`config.mk`:
```
export PLATFORM = sky130hd
export DESIGN_NAME = sensor_average_calibrate_normalize
export DESIGN_NICKNAME = d
export VERILOG_FILES = /design/src/sv/sacn_pkg.sv /design/src/sv/sacn_div.sv /design/src/sv/sensor_average_calibrate_normalize.sv
export VERILOG_INCLUDE_DIRS = /design/src /design/src/sv
export SDC_FILE = /design/constraint.sdc
export NUM_CORES = 2
export LEC_CHECK = 0
export ABC_CLOCK_PERIOD_IN_PS = 12100
export BUFFER_PORTS_ARGS = -buffer_cell sky130_fd_sc_hd__buf_2
export CAP_MARGIN = 20
export CORE_MARGIN = 5
export CORE_UTILIZATION = 40
export DETAILED_ROUTE_END_ITERATION = 7
export PLACE_DENSITY_LB_ADDON = 0.05
export SLEW_MARGIN = 25
export SYNTH_ARGS = -nofsm -noshare
export SYNTH_HDL_FRONTEND = slang
export SYNTH_SLANG_ARGS = --single-unit
```
`constraint.sdc`:
```
create_clock -name clock -period 12.1 [get_ports clock]
set_clock_uncertainty 0.15 [all_clocks]
set_input_delay 0.605 -clock clock [delete_from_list [all_inputs] [get_ports clock]]
set_output_delay 0.605 -clock clock [all_outputs]
set_load 0.01 [all_outputs]
```
`src/sv/sensor_average_calibrate_normalize_assert.svh`:
```
// Assertion macros for the sensor averager
`ifndef SENSOR_AVERAGE_CALIBRATE_NORMALIZE_ASSERT_SVH
`define SENSOR_AVERAGE_CALIBRATE_NORMALIZE_ASSERT_SVH

// same-cycle implication
`define SACN_ASSERT_IMP(label, clk, rst, ante, cons) \
   label: assert property (@(posedge clk) disable iff (rst) (ante) |-> (cons)) \
      else $error("sacn assertion failed");

// next-cycle implication
`define SACN_ASSERT_NEXT(label, clk, rst, ante, cons) \
   label: assert property (@(posedge clk) disable iff (rst) (ante) |=> (cons)) \
      else $error("sacn assertion failed");

`endif

```
`src/sv/sacn_pkg.sv`:
```
package sacn_pkg;

   localparam int CHANNELS   = 6;
   localparam int CH_W       = 3;
   localparam int VALUE_W    = 12;
   localparam int DIFF_OUT_W = 14;
   localparam int RSP_W      = 104;
   localparam int CSR_ADDR_W = 2;
   localparam int CSR_DATA_W = 3;

   localparam logic [CSR_ADDR_W-1:0] CSR_MODE  = 2'd0;
   localparam logic [CSR_ADDR_W-1:0] CSR_FIRST = 2'd1;
   localparam logic [CSR_ADDR_W-1:0] CSR_LAST  = 2'd2;

   localparam logic [1:0] MODE_CAL = 2'd0;
   localparam logic [1:0] MODE_RUN = 2'd1;

   typedef struct packed {
      logic busy;
      logic done;
   } div_stat_type;

endpackage

```
`src/sv/sacn_div.sv`:
```
module sacn_div #(
   parameter int NUM_W = 20,
   parameter int DEN_W = 12
) (
   input  logic                 clock,
   input  logic                 reset,
   input  logic                 start,
   input  logic [NUM_W-1:0]     num,
   input  logic [DEN_W-1:0]     den,
   output logic [NUM_W-1:0]     quo,
   output sacn_pkg::div_stat_type stat
);
   import sacn_pkg::*;

   localparam int CNT_W = $clog2(NUM_W + 1);

   logic [NUM_W-1:0] num_ff;
   logic [DEN_W-1:0] den_ff;
   logic [DEN_W-1:0] rem_ff;
   logic [NUM_W-1:0] quo_ff;
   logic [CNT_W-1:0] cnt_ff;
   logic             busy_ff;
   logic             done_ff;
   logic [DEN_W:0]   trial;
   logic [DEN_W:0]   diff;
   logic             ge;

   always_comb begin
      trial = {rem_ff, num_ff[NUM_W-1]};
      ge    = trial >= {1'b0, den_ff};
      diff  = trial - {1'b0, den_ff};
   end

   always_ff @(posedge clock) begin
      if (reset) begin
         busy_ff <= 1'b0;
         done_ff <= 1'b0;
         cnt_ff  <= '0;
      end else begin
         done_ff <= 1'b0;
         if (start) begin
            num_ff  <= num;
            den_ff  <= den;
            rem_ff  <= '0;
            quo_ff  <= '0;
            cnt_ff  <= '0;
            busy_ff <= 1'b1;
         end else if (busy_ff) begin
            num_ff <= num_ff << 1;
            rem_ff <= ge ? diff[DEN_W-1:0] : trial[DEN_W-1:0];
            quo_ff <= {quo_ff[NUM_W-2:0], ge};
            cnt_ff <= cnt_ff + CNT_W'(1);
            if (cnt_ff == CNT_W'(NUM_W - 1)) begin
               busy_ff <= 1'b0;
               done_ff <= 1'b1;
            end
         end
      end
   end

   assign quo       = quo_ff;
   assign stat.busy = busy_ff;
   assign stat.done = done_ff;

endmodule

```
`src/sv/sensor_average_calibrate_normalize.sv`:
```
// Six-channel sensor averager with min/max calibration and percent levels.
// req_ carries one converter sample per channel; every SAMPLES_PER_AVERAGE-th
// item closes an averaging window. In calibrate mode (0) and run mode (1) that
// item produces one rsp_ item; in mode 2 or 3 it only clears the sums.
// csr_ writes mode, first channel and last channel; the user must write
// them only while the block is idle, which the block does not enforce.
// Items that do not close a window are taken back to back. A closing item
// runs a sequencer over the channels with one shared bit-serial divider (one
// quotient bit per cycle, NUM_W bits, 19 at the default): each processed
// channel gets its average from it and, in run mode, a further level
// division when the average lies within min..max and max differs from min.
// req_tready stays low while the sequencer runs. The result waits in an
// output register while new items are taken; if it is still waiting when the
// next result is ready, the sequencer holds in its last state and takes no
// new item until the earlier result is taken.
// Synchronous reset clears sums, count, calibration (min = all ones, max = 0),
// averages, levels, difference extremes and flags; mode 0, channels 0 to 5.
module sensor_average_calibrate_normalize #(
   parameter int SAMPLES_PER_AVERAGE = 16,
   parameter int SAMPLE_BITS         = 12,
   parameter int FULL_SCALE          = 100
) (
   input  logic clock,
   input  logic reset,
   // sample0 .. sample5, SAMPLE_BITS each, zero pad to bytes
   input  logic [((sacn_pkg::CHANNELS*SAMPLE_BITS+7)/8)*8-1:0] req_tdata,
   input  logic                                   req_tvalid,
   output logic                                   req_tready,
   // value0 .. value5, left_lost, right_lost, diff_max, diff_min, zero pad
   output logic [sacn_pkg::RSP_W-1:0]             rsp_tdata,
   output logic                                   rsp_tvalid,
   input  logic                                   rsp_tready,
   input  logic                                   csr_we,
   input  logic [sacn_pkg::CSR_ADDR_W-1:0]        csr_addr,
   input  logic [sacn_pkg::CSR_DATA_W-1:0]        csr_wdata
);
   import sacn_pkg::*;

   localparam int CNT_W   = $clog2(SAMPLES_PER_AVERAGE);
   localparam int ACC_W   = SAMPLE_BITS + CNT_W;
   localparam int LEVEL_W = $clog2(FULL_SCALE + 1);
   localparam int PROD_W  = SAMPLE_BITS + LEVEL_W;
   localparam int NUM_W   = (ACC_W > PROD_W) ? ACC_W : PROD_W;
   localparam int SPA_W   = $clog2(SAMPLES_PER_AVERAGE + 1);
   localparam int DEN_W   = (SAMPLE_BITS > SPA_W) ? SAMPLE_BITS : SPA_W;
   localparam int DIFF_W  = SAMPLE_BITS + 2;

   localparam logic [2:0] ST_IDLE      = 3'd0;
   localparam logic [2:0] ST_CHAN      = 3'd1;
   localparam logic [2:0] ST_AVG_WAIT  = 3'd2;
   localparam logic [2:0] ST_LVL_MUL   = 3'd3;
   localparam logic [2:0] ST_LVL_START = 3'd4;
   localparam logic [2:0] ST_LVL_WAIT  = 3'd5;
   localparam logic [2:0] ST_FLAGS     = 3'd6;
   localparam logic [2:0] ST_FINISH    = 3'd7;

   logic [2:0]             state_ff, state_in;
   logic [CNT_W-1:0]       cnt_ff, cnt_in;
   logic [CH_W-1:0]        ch_ff, ch_in;
   logic [ACC_W-1:0]       acc_ff [CHANNELS];
   logic [ACC_W-1:0]       acc_in [CHANNELS];
   logic [ACC_W-1:0]       sum_ff [CHANNELS];
   logic [ACC_W-1:0]       sum_in [CHANNELS];
   logic [SAMPLE_BITS-1:0] avg_ff [CHANNELS];
   logic [SAMPLE_BITS-1:0] avg_in [CHANNELS];
   logic [SAMPLE_BITS-1:0] min_ff [CHANNELS];
   logic [SAMPLE_BITS-1:0] min_in [CHANNELS];
   logic [SAMPLE_BITS-1:0] max_ff [CHANNELS];
   logic [SAMPLE_BITS-1:0] max_in [CHANNELS];
   logic [LEVEL_W-1:0]     lvl_ff [CHANNELS];
   logic [LEVEL_W-1:0]     lvl_in [CHANNELS];
   logic [SAMPLE_BITS-1:0] cur_ff, cur_in;
   logic [PROD_W-1:0]      prod_ff, prod_in;
   logic signed [DIFF_W-1:0] dmax_ff, dmax_in, dmin_ff, dmin_in;
   logic                   lost2_ff, lost2_in, lost5_ff, lost5_in;
   logic                   cent_ff, cent_in, left_ff, left_in, right_ff, right_in;
   logic [1:0]             mode_ff, mode_in;
   logic [CH_W-1:0]        first_ff, first_in, last_ff, last_in;
   logic [RSP_W-1:0]       rsp_data_ff, rsp_data_in;
   logic                   rsp_valid_ff, rsp_valid_in;

   logic                   div_start;
   logic [NUM_W-1:0]       div_num;
   logic [DEN_W-1:0]       div_den;
   logic [NUM_W-1:0]       div_quo;
   div_stat_type           div_stat;

   logic                   accept;
   logic                   proc_ch;
   logic [SAMPLE_BITS-1:0] q_avg;
   logic [SAMPLE_BITS-1:0] lo, hi;
   logic [LEVEL_W-1:0]     lvl_m;
   logic [DIFF_W-1:0]      s23, s45;
   logic signed [DIFF_W-1:0] d;

   sacn_div #(
      .NUM_W (NUM_W),
      .DEN_W (DEN_W)
   ) u_div (
      .clock (clock),
      .reset (reset),
      .start (div_start),
      .num   (div_num),
      .den   (div_den),
      .quo   (div_quo),
      .stat  (div_stat)
   );

   assign req_tready = (state_ff == ST_IDLE);
   assign accept     = req_tvalid && req_tready;
   assign rsp_tdata  = rsp_data_ff;
   assign rsp_tvalid = rsp_valid_ff;

   always_comb begin
      state_in     = state_ff;
      cnt_in       = cnt_ff;
      ch_in        = ch_ff;
      acc_in       = acc_ff;
      sum_in       = sum_ff;
      avg_in       = avg_ff;
      min_in       = min_ff;
      max_in       = max_ff;
      lvl_in       = lvl_ff;
      cur_in       = cur_ff;
      prod_in      = prod_ff;
      dmax_in      = dmax_ff;
      dmin_in      = dmin_ff;
      lost2_in     = lost2_ff;
      lost5_in     = lost5_ff;
      cent_in      = cent_ff;
      left_in      = left_ff;
      right_in     = right_ff;
      mode_in      = mode_ff;
      first_in     = first_ff;
      last_in      = last_ff;
      rsp_data_in  = rsp_data_ff;
      rsp_valid_in = rsp_valid_ff && !rsp_tready;
      div_start    = 1'b0;
      div_num      = NUM_W'(sum_ff[ch_ff]);
      div_den      = DEN_W'(SAMPLES_PER_AVERAGE);
      q_avg        = div_quo[SAMPLE_BITS-1:0];
      lo           = min_ff[ch_ff];
      hi           = max_ff[ch_ff];
      proc_ch      = (last_ff > first_ff) && (last_ff < CH_W'(CHANNELS))
                     && (ch_ff >= first_ff) && (ch_ff <= last_ff);
      lvl_m        = (lvl_ff[2] < lvl_ff[5]) ? lvl_ff[2] : lvl_ff[5];
      s23          = DIFF_W'(avg_ff[2]) + DIFF_W'(avg_ff[3]);
      s45          = DIFF_W'(avg_ff[4]) + DIFF_W'(avg_ff[5]);
      d            = signed'(s23 - s45);

      if (csr_we) begin
         unique case (csr_addr)
            CSR_MODE:  mode_in  = csr_wdata[1:0];
            CSR_FIRST: first_in = csr_wdata;
            CSR_LAST:  last_in  = csr_wdata;
            default: ;
         endcase
      end

      unique case (state_ff)
         ST_IDLE: begin
            if (accept) begin
               for (int k = 0; k < CHANNELS; k++) begin
                  acc_in[k] = acc_ff[k]
                     + ACC_W'(req_tdata[k*SAMPLE_BITS +: SAMPLE_BITS]);
               end
               if (cnt_ff == CNT_W'(SAMPLES_PER_AVERAGE - 1)) begin
                  cnt_in = '0;
                  for (int k = 0; k < CHANNELS; k++) begin
                     sum_in[k] = acc_in[k];
                     acc_in[k] = '0;
                  end
                  if (mode_ff == MODE_CAL || mode_ff == MODE_RUN) begin
                     ch_in    = '0;
                     lost2_in = 1'b0;
                     lost5_in = 1'b0;
                     state_in = ST_CHAN;
                  end
               end else begin
                  cnt_in = cnt_ff + CNT_W'(1);
               end
            end
         end
         ST_CHAN: begin
            if (ch_ff == CH_W'(CHANNELS)) begin
               state_in = ST_FLAGS;
            end else if (proc_ch) begin
               div_start = 1'b1;
               state_in  = ST_AVG_WAIT;
            end else begin
               ch_in = ch_ff + CH_W'(1);
            end
         end
         ST_AVG_WAIT: begin
            if (div_stat.done) begin
               avg_in[ch_ff] = q_avg;
               cur_in        = q_avg;
               ch_in         = ch_ff + CH_W'(1);
               state_in      = ST_CHAN;
               if (mode_ff == MODE_CAL) begin
                  if (q_avg < lo) begin
                     min_in[ch_ff] = q_avg;
                  end else if (q_avg > hi) begin
                     max_in[ch_ff] = q_avg;
                  end
               end else if (q_avg >= lo && q_avg <= hi) begin
                  if (hi == lo) begin
                     lvl_in[ch_ff] = '0;
                  end else begin
                     ch_in    = ch_ff;
                     state_in = ST_LVL_MUL;
                  end
               end else if (q_avg > hi) begin
                  lvl_in[ch_ff] = LEVEL_W'(FULL_SCALE);
               end else begin
                  lvl_in[ch_ff] = '0;
                  if (ch_ff == CH_W'(2)) lost2_in = 1'b1;
                  if (ch_ff == CH_W'(5)) lost5_in = 1'b1;
               end
            end
         end
         ST_LVL_MUL: begin
            prod_in  = PROD_W'(cur_ff - lo) * PROD_W'(FULL_SCALE);
            state_in = ST_LVL_START;
         end
         ST_LVL_START: begin
            div_start = 1'b1;
            div_num   = NUM_W'(prod_ff);
            div_den   = DEN_W'(hi - lo);
            state_in  = ST_LVL_WAIT;
         end
         ST_LVL_WAIT: begin
            if (div_stat.done) begin
               lvl_in[ch_ff] = div_quo[LEVEL_W-1:0];
               ch_in         = ch_ff + CH_W'(1);
               state_in      = ST_CHAN;
            end
         end
         ST_FLAGS: begin
            if (mode_ff == MODE_CAL) begin
               if (dmax_ff < d) dmax_in = d;
               if (dmin_ff > d) dmin_in = d;
            end else if (lost2_ff && !lost5_ff && cent_ff) begin
               cent_in = 1'b0; left_in = 1'b1; right_in = 1'b0;
            end else if (!lost2_ff && lost5_ff && cent_ff) begin
               cent_in = 1'b0; left_in = 1'b0; right_in = 1'b1;
            end else if (!lost2_ff && !lost5_ff && lvl_ff[3] > lvl_m
                         && lvl_ff[4] > lvl_m) begin
               cent_in = 1'b1; left_in = 1'b0; right_in = 1'b0;
            end
            state_in = ST_FINISH;
         end
         ST_FINISH: begin
            if (!rsp_valid_ff || rsp_tready) begin
               rsp_data_in = '0;
               for (int k = 0; k < CHANNELS; k++) begin
                  rsp_data_in[k*VALUE_W +: VALUE_W] = (mode_ff == MODE_CAL)
                     ? VALUE_W'(avg_ff[k]) : VALUE_W'(lvl_ff[k]);
               end
               rsp_data_in[CHANNELS*VALUE_W]     = left_ff;
               rsp_data_in[CHANNELS*VALUE_W + 1] = right_ff;
               rsp_data_in[CHANNELS*VALUE_W + 2 +: DIFF_OUT_W] =
                  DIFF_OUT_W'(dmax_ff);
               rsp_data_in[CHANNELS*VALUE_W + 2 + DIFF_OUT_W +: DIFF_OUT_W] =
                  DIFF_OUT_W'(dmin_ff);
               rsp_valid_in = 1'b1;
               state_in     = ST_IDLE;
            end
         end
         default: state_in = ST_IDLE;
      endcase
   end

   always_ff @(posedge clock) begin
      if (reset) begin
         state_ff     <= ST_IDLE;
         cnt_ff       <= '0;
         ch_ff        <= '0;
         dmax_ff      <= '0;
         dmin_ff      <= '0;
         lost2_ff     <= 1'b0;
         lost5_ff     <= 1'b0;
         cent_ff      <= 1'b0;
         left_ff      <= 1'b0;
         right_ff     <= 1'b0;
         mode_ff      <= MODE_CAL;
         first_ff     <= CH_W'(0);
         last_ff      <= CH_W'(CHANNELS - 1);
         rsp_valid_ff <= 1'b0;
         for (int k = 0; k < CHANNELS; k++) begin
            acc_ff[k] <= '0;
            avg_ff[k] <= '0;
            min_ff[k] <= '1;
            max_ff[k] <= '0;
            lvl_ff[k] <= '0;
         end
      end else begin
         state_ff     <= state_in;
         cnt_ff       <= cnt_in;
         ch_ff        <= ch_in;
         dmax_ff      <= dmax_in;
         dmin_ff      <= dmin_in;
         lost2_ff     <= lost2_in;
         lost5_ff     <= lost5_in;
         cent_ff      <= cent_in;
         left_ff      <= left_in;
         right_ff     <= right_in;
         mode_ff      <= mode_in;
         first_ff     <= first_in;
         last_ff      <= last_in;
         rsp_valid_ff <= rsp_valid_in;
         acc_ff       <= acc_in;
         avg_ff       <= avg_in;
         min_ff       <= min_in;
         max_ff       <= max_in;
         lvl_ff       <= lvl_in;
      end
   end

   always_ff @(posedge clock) begin
      sum_ff      <= sum_in;
      cur_ff      <= cur_in;
      prod_ff     <= prod_in;
      rsp_data_ff <= rsp_data_in;
   end

`include "sensor_average_calibrate_normalize_assert.svh"

   `SACN_ASSERT_IMP(a_div_start_free, clock, reset, div_start, !div_stat.busy)
   `SACN_ASSERT_IMP(a_div_done_waiting, clock, reset, div_stat.done, state_ff == ST_AVG_WAIT || state_ff == ST_LVL_WAIT)
   `SACN_ASSERT_NEXT(a_window_cleared, clock, reset, state_ff == ST_IDLE && state_in != ST_IDLE, cnt_ff == '0)

endmodule
```
* After elaboration in Yosys (flattened, before gate mapping)
Index checks and enable logic that the tools add are counted.
** Storage, ports and cells
- Register bits after elaboration :: 695
- Bits in latches :: 0
- RAM bits :: 0
- ROM bits :: 0
- Input port bits :: 82
- Output and inout bits :: 106
- Word-level logic and storage cells :: 278
- Memories kept :: 0
** Cells by class
- $add $sub $neg :: 15
- $mul :: 1
- Div/mod/pow operators :: 0
- Order comparisons :: 16
- Equal/unequal tests :: 32
- Shift operators :: 0
- Muxes and demuxes :: 94
- Bitwise logic cells :: 10
- Reductions and logical operators :: 49
** Operators by type and width (count)
- 42-bit 2-to-1 mux :: 6
- 72-bit bitwise mux :: 3
- 16-bit by 12-bit adder with 16-bit output :: 6
- 12-bit 2-to-1 mux :: 8
- 96-bit 2-to-1 mux :: 1
- 42-bit one-hot mux with 2 select lines :: 1
- 12-bit binary-select mux with 3-bit select :: 2
- 19-bit 2-to-1 mux :: 3
- 7-bit 2-to-1 mux :: 8
- 3-bit 2-to-1 mux :: 18
- 16-bit binary-select mux with 3-bit select :: 1
- 42-bit bitwise AND :: 1
- 42-bit bitwise mux :: 1
- 42-bit NOT :: 1
- 12-bit demux with 3-bit select :: 1
- 16-bit 2-to-1 mux :: 2
- 1-bit 2-to-1 mux :: 29
- 9-bit AND reduction :: 3
- 12-bit by 12-bit adder with 13-bit output :: 2
- 24-bit bitwise AND :: 1
- 24-bit NOT :: 1
- 3-bit one-hot mux with 8 select lines :: 1
- 12-bit subtractor :: 2
- 7-bit demux with 3-bit select :: 1
- other kinds (55) :: 114

* Longest topological paths before layout
- Depth after elaboration :: 12
- Gate-level depth with buffers :: 32
- Mapped depth without buffers :: 29

* Modules after synthesis
From an unflattened synthesis, not the netlist that was laid out.
** Unflattened totals
- Cells, all modules :: 3837
- Area total of the unflattened synthesis :: 37186.9 µm²
** By module, submodules not included
- sensor_average_calibrate_normalize :: instances 1, cells each 3560, area an instance 33772.4 µm², sequential area each 14944.3 µm²
- sacn_div :: instances 1, cells each 277, area an instance 3414.5 µm², sequential area each 2001.9 µm²

* Least setup slack after synthesis
Ideal clock, no wire load.
- Kind :: register to register
- From :: register ch_ff[0]
- To :: register prod_ff[18], data pin
- Library setup time :: 0.266 ns
- Arrival :: 6.495 ns
- Required time :: 11.684 ns
- Setup slack :: 5.189 ns
- Stages on the path, launching flop included :: 30
- Path buffers :: 4
- Clock period less this slack :: 6.911 ns
- Cell sequence :: dfxtp_1 clkbuf_1 clkbuf_1 clkbuf_1 buf_1 mux2i_1 o22ai_1 a221o_1 ha_1 fa_1 nor2b_1 o21ai_0 a21boi_0 o21ai_0 a21boi_0 o21ai_0 a21boi_0 o21ai_0 nand2b_1 xor2_1 ha_1 ha_1 inv_1 fa_1 inv_1 ha_1 o21ai_0 nor2_1 o41ai_1 xnor2_1
** Between the ends
- Word-level cells in the longest chain between the ends :: 6
** RTL lines
- start: declaration :: RTL line sensor_average_calibrate_normalize.sv:59 : logic [CH_W-1:0] ch_ff, ch_in;
- start signal: assignment :: RTL line sensor_average_calibrate_normalize.sv:300 : ch_ff <= ch_in;
- 3-bit NOT with 4-bit output (not written as such) :: RTL line sensor_average_calibrate_normalize.sv:142 : lo = min_ff[ch_ff];
- 12-bit binary-select mux with 3-bit select :: RTL line sensor_average_calibrate_normalize.sv:142
- 12-bit 2-to-1 mux (not written as such) (2 in series) :: RTL line sensor_average_calibrate_normalize.sv:142
- 12-bit by 12-bit subtractor with 13-bit output :: RTL line sensor_average_calibrate_normalize.sv:223 : prod_in = PROD_W'(cur_ff - lo) * PROD_W'(FULL_SCALE);
- 19-bit by 5-bit multiplier with 17-bit output :: RTL line sensor_average_calibrate_normalize.sv:223
- end signal: assignment :: RTL line sensor_average_calibrate_normalize.sv:323 : prod_ff <= prod_in;
- end: declaration :: RTL line sensor_average_calibrate_normalize.sv:73 : logic [PROD_W-1:0] prod_ff, prod_in;
No other way between the ends. The select of a mux whose other input is x is not followed.
A chain may end at the register's enable or synchronous reset.

* Worst setup path after layout
Ends and elaborated chain as after synthesis.

==> key figures <==
Setup path
  – Critical Path End Type: flip-flop
  – CP max stage delay: between 0.7 and 0.8 ns
  – Critical Path RT: 12.32 ns
  – CP Class: flip-flop to flip-flop
  – CP top delay family: simple AND/OR/NAND/NOR gates
  – Critical Path Slowest Stage Cell: nor2_1
  – CP Max Fanout: 28
  – Crit path launch type: flip-flop
  – Crit path DAT: 7.53 ns
  – CP bufs+invs: 4

Synthesis
  – Synthesis Warnings: 0
  – Ys async rst share: 0%
  – EDFF count, synth: 282
  – Synth area leaders: edfxtp_1 24%, dfxtp_1 23%, ha_1 8.4%
  – Synthesized cell area: 0.0354 mm^2
  – Synthesized area per cell: between 9 and 10 um^2
  – Post-synthesis sequential area ratio: roughly 47%
  – Total of flip-flops plus latches after synthesis: roughly 700
  – Netlist cell types: slightly above 80
  – Share of the synthesized area in the top cell type: between 20% and 30%
  – Ys flop type: dfxtp_1
  – Yosys top cell by area: edfxtp_1
  – Syn Inst Count: approximately 3600

Placement
  – Placer congestion estimate: ~0.88
  – Hpwl dp: between 70000 and 80000 um
  – Port buffer count: between 150 and 200
  – Placed cell count: ~4800
  – Pre-CTS WS: roughly 5 ns

Timing
  – Achievable Freq: around 0.14 GHz
  – Final worst slack: 4.79 ns
  – Setup TNS: 0 ns
  – Fin. max-slew vios: 0
  – Rel. slew slack: between 20% and 30%
  – # setup viols final: 0
  – Setup repair after global routing missed its margin: no
  – Crit share post-route: 60.4%
  – Slew of the pin with the lowest slew margin: around 1.1 ns
  – Final hold violations: 0
  – Tmin final: ~7.3 ns

GRT
  – Initial antenna violation count: 2
  – Met2 usage: 37.9%
  – Pin count of the biggest net entering global routing: 130
  – GR met3 Demand/Resource: 2.74%
  – Vias in the first global route: between 20000 and 30000
  – Residual overflow from global routing: 0
  – First-pass GRT wire length: 161000 um
  – Global routing met1 resource utilization: about 28%
  – GRT Max-Usage Layer: met2
  – GRT Total Usage: between 20% and 30%

Die
  – DIE AREA: ~0.095 mm^2
  – Top-Level Pins: ~190
  – Core area: between 0.08 and 0.09 mm^2
  – Chip height: 307 um
  – Die Width: slightly above 300 um
  – # rows: 109
  – Initial Util: about two fifths

Detailed routing
  – Wirelength, routed: around 100000 um
  – Routed vias/inst: between 5 and 6
  – Drt wl/cell: between 20 and 25 um
  – Via count: approximately 26000
  – DRT iter0 DRCs: between 1500 and 2000
  – First-pass iteration count of the detailed router: 7
  – Routed Antenna Nets: 0
  – DRC: 0

Finish
  – Commonest non-fill, non-tap cells in the layout: 429 x nand2_1, 411 x dfxtp_1, 339 x nor2_1
  – Layout area overhead: 14.3%
  – Commonest non-fill, non-tap cell in the layout: nand2_1
  – # fillers: approximately 8400
  – Share of layout cells above drive strength 1: roughly an eighth
  – Cell Count, Final, Fillers Out: 4931
  – Nets: a little over 4000

Clock tree
  – CTS tree: done
  – Worst skew pair latency: 0.64 ns
  – Post-CTS Resized: 0
  – H-tree Lvls: 3
  – Clock Pin Slew Worst Setup and Hold Paths: about 0.06 ns
  – Hold_buf cts: 0
  – Clk sinks: a little under 700
  – Postcts setup bufs: 0
  – Root Driver: clkbuf_16
  – Cts bufs inserted: between 80 and 90
  – Max clock buf depth: 3

Run
  – Max-Cap Viols: 0

Hold path
  – Hold Path Class: input pin to flip-flop

Power
  – Power per cell area: ~140 mW/mm^2
  – Static Leakage: 16.4 nW
  – Maximum VDD drop: slightly below 0.1 mV
  – Power Total: roughly 5.5 mW

Status
  – Outcome: complete, no violations
[cell families (layout without fill, tap and decap cells)]
group	Yosys count	in the layout	share of synthesized area [%]
XOR/XNOR	123	123	3.04
AO/OA/AOI/OAI	700	700	12.7
adder cells (fa/ha/maj)	284	284	10.9
flip-flops	695	695	47.3
other	1	3	0.0106
multiplexers	284	284	8.43
AND/OR/NAND/NOR	1081	1081	13.3
buffers and inverters	390	596	4.23
[cell usage after synthesis (9+ instances only)]
library cell and instances:
nand2_1 430, and3_1 21, and2_1 41, buf_1 17, a22o_1 18, and4_1 10
dfxtp_1 413, o2111ai_1 10, a21oi_1 215, a221oi_1 15, o21ai_0 143, mux2_2 40
o21a_1 25, a31oi_1 25, mux2i_1 236, o21bai_1 15, inv_1 201, a21boi_0 23
a22oi_1 78, fa_1 43, o22ai_1 9, ha_1 237, or3_1 22, nor2_1 349
nor3_1 43, xor2_1 39, a211oi_1 11, xnor2_1 84, edfxtp_1 282, nand2b_1 22
a21o_1 42, clkbuf_1 161, or2_2 9, nor2b_1 29, nand4_1 14, nand3_1 68
[sequential cells by signal (all words and copies together), names as in the netlist, 3 cells and up, named ones only]
| register | flops |
|---|---|
| acc_ff | 96 |
| avg_ff | 72 |
| ch_ff | 3 |
| cnt_ff | 4 |
| cur_ff | 12 |
| dmax_ff | 14 |
| dmin_ff | 14 |
| first_ff | 3 |
| last_ff | 3 |
| lvl_ff | 24 |
| max_ff | 72 |
| min_ff | 72 |
| prod_ff | 17 |
| rsp_tdata | 102 |
| state_ff | 3 |
| sum_ff | 96 |
| u_div.cnt_ff | 5 |
| u_div.den_ff | 12 |
| u_div.num_ff | 19 |
| u_div.quo | 12 |
| u_div.rem_ff | 12 |
[final timing paths]
check | startpoint | to | slack [ns] | cells after the start
hold reg to reg | dmin_ff[11] | rsp_tdata[99] | 0.29 | 0
hold / removal | csr_wdata[0] | first_ff[0] | 0.12 | 3
setup / recovery | ch_ff[0] | prod_ff[18] | 4.79 | 26
setup reg to reg | ch_ff[0] | prod_ff[18] | 4.79 | 26
[metal layers]
layer  share of wire, %  wire length [um]
met2                 49             51600
met1                 43             45300
met4                3.3              3500
met3                4.2              4400
met5              0.013                14
[metrics by stage]
step / hold WS (ns) / utilization [%] / cell area [um^2]
CTS: 0.0901 / 45.9 / 40400
global placement: 0.269 / 42.6 / 37500
global route: 0.141 / 45.9 / 40400
finish: 0.123 / 45.9 / 40400
detailed placement: 0.273 / 42.6 / 37600
floorplan: 0.258 / - / 35400
[tightest hold or removal path, stage by stage]
cell     delay, ns
buf_2         0.12
mux2i_1       0.07
nor2_1        0.07
[area by class of cell]
cell class	count	area (um^2)	area share [%]
Antenna cell	1	2.50	0.00619
Clock buffer	113	2380	5.88
Clock inverter	41	489	1.21
Inverter	205	771	1.91
Multi-Input combinational cell	2474	17300	42.7
Sequential cell	695	16700	41.4
Tap cell	1165	1460	3.60
Timing Repair Buffer	237	1340	3.30
[report_power, final]
part           switching (mW)  internal, mW
Sequential             0.0227          2.48
Clock                    1.05          1.56
Combinational           0.225         0.155
Total                    1.29          4.19
Note: power is estimated with default switching activity, not from simulation.
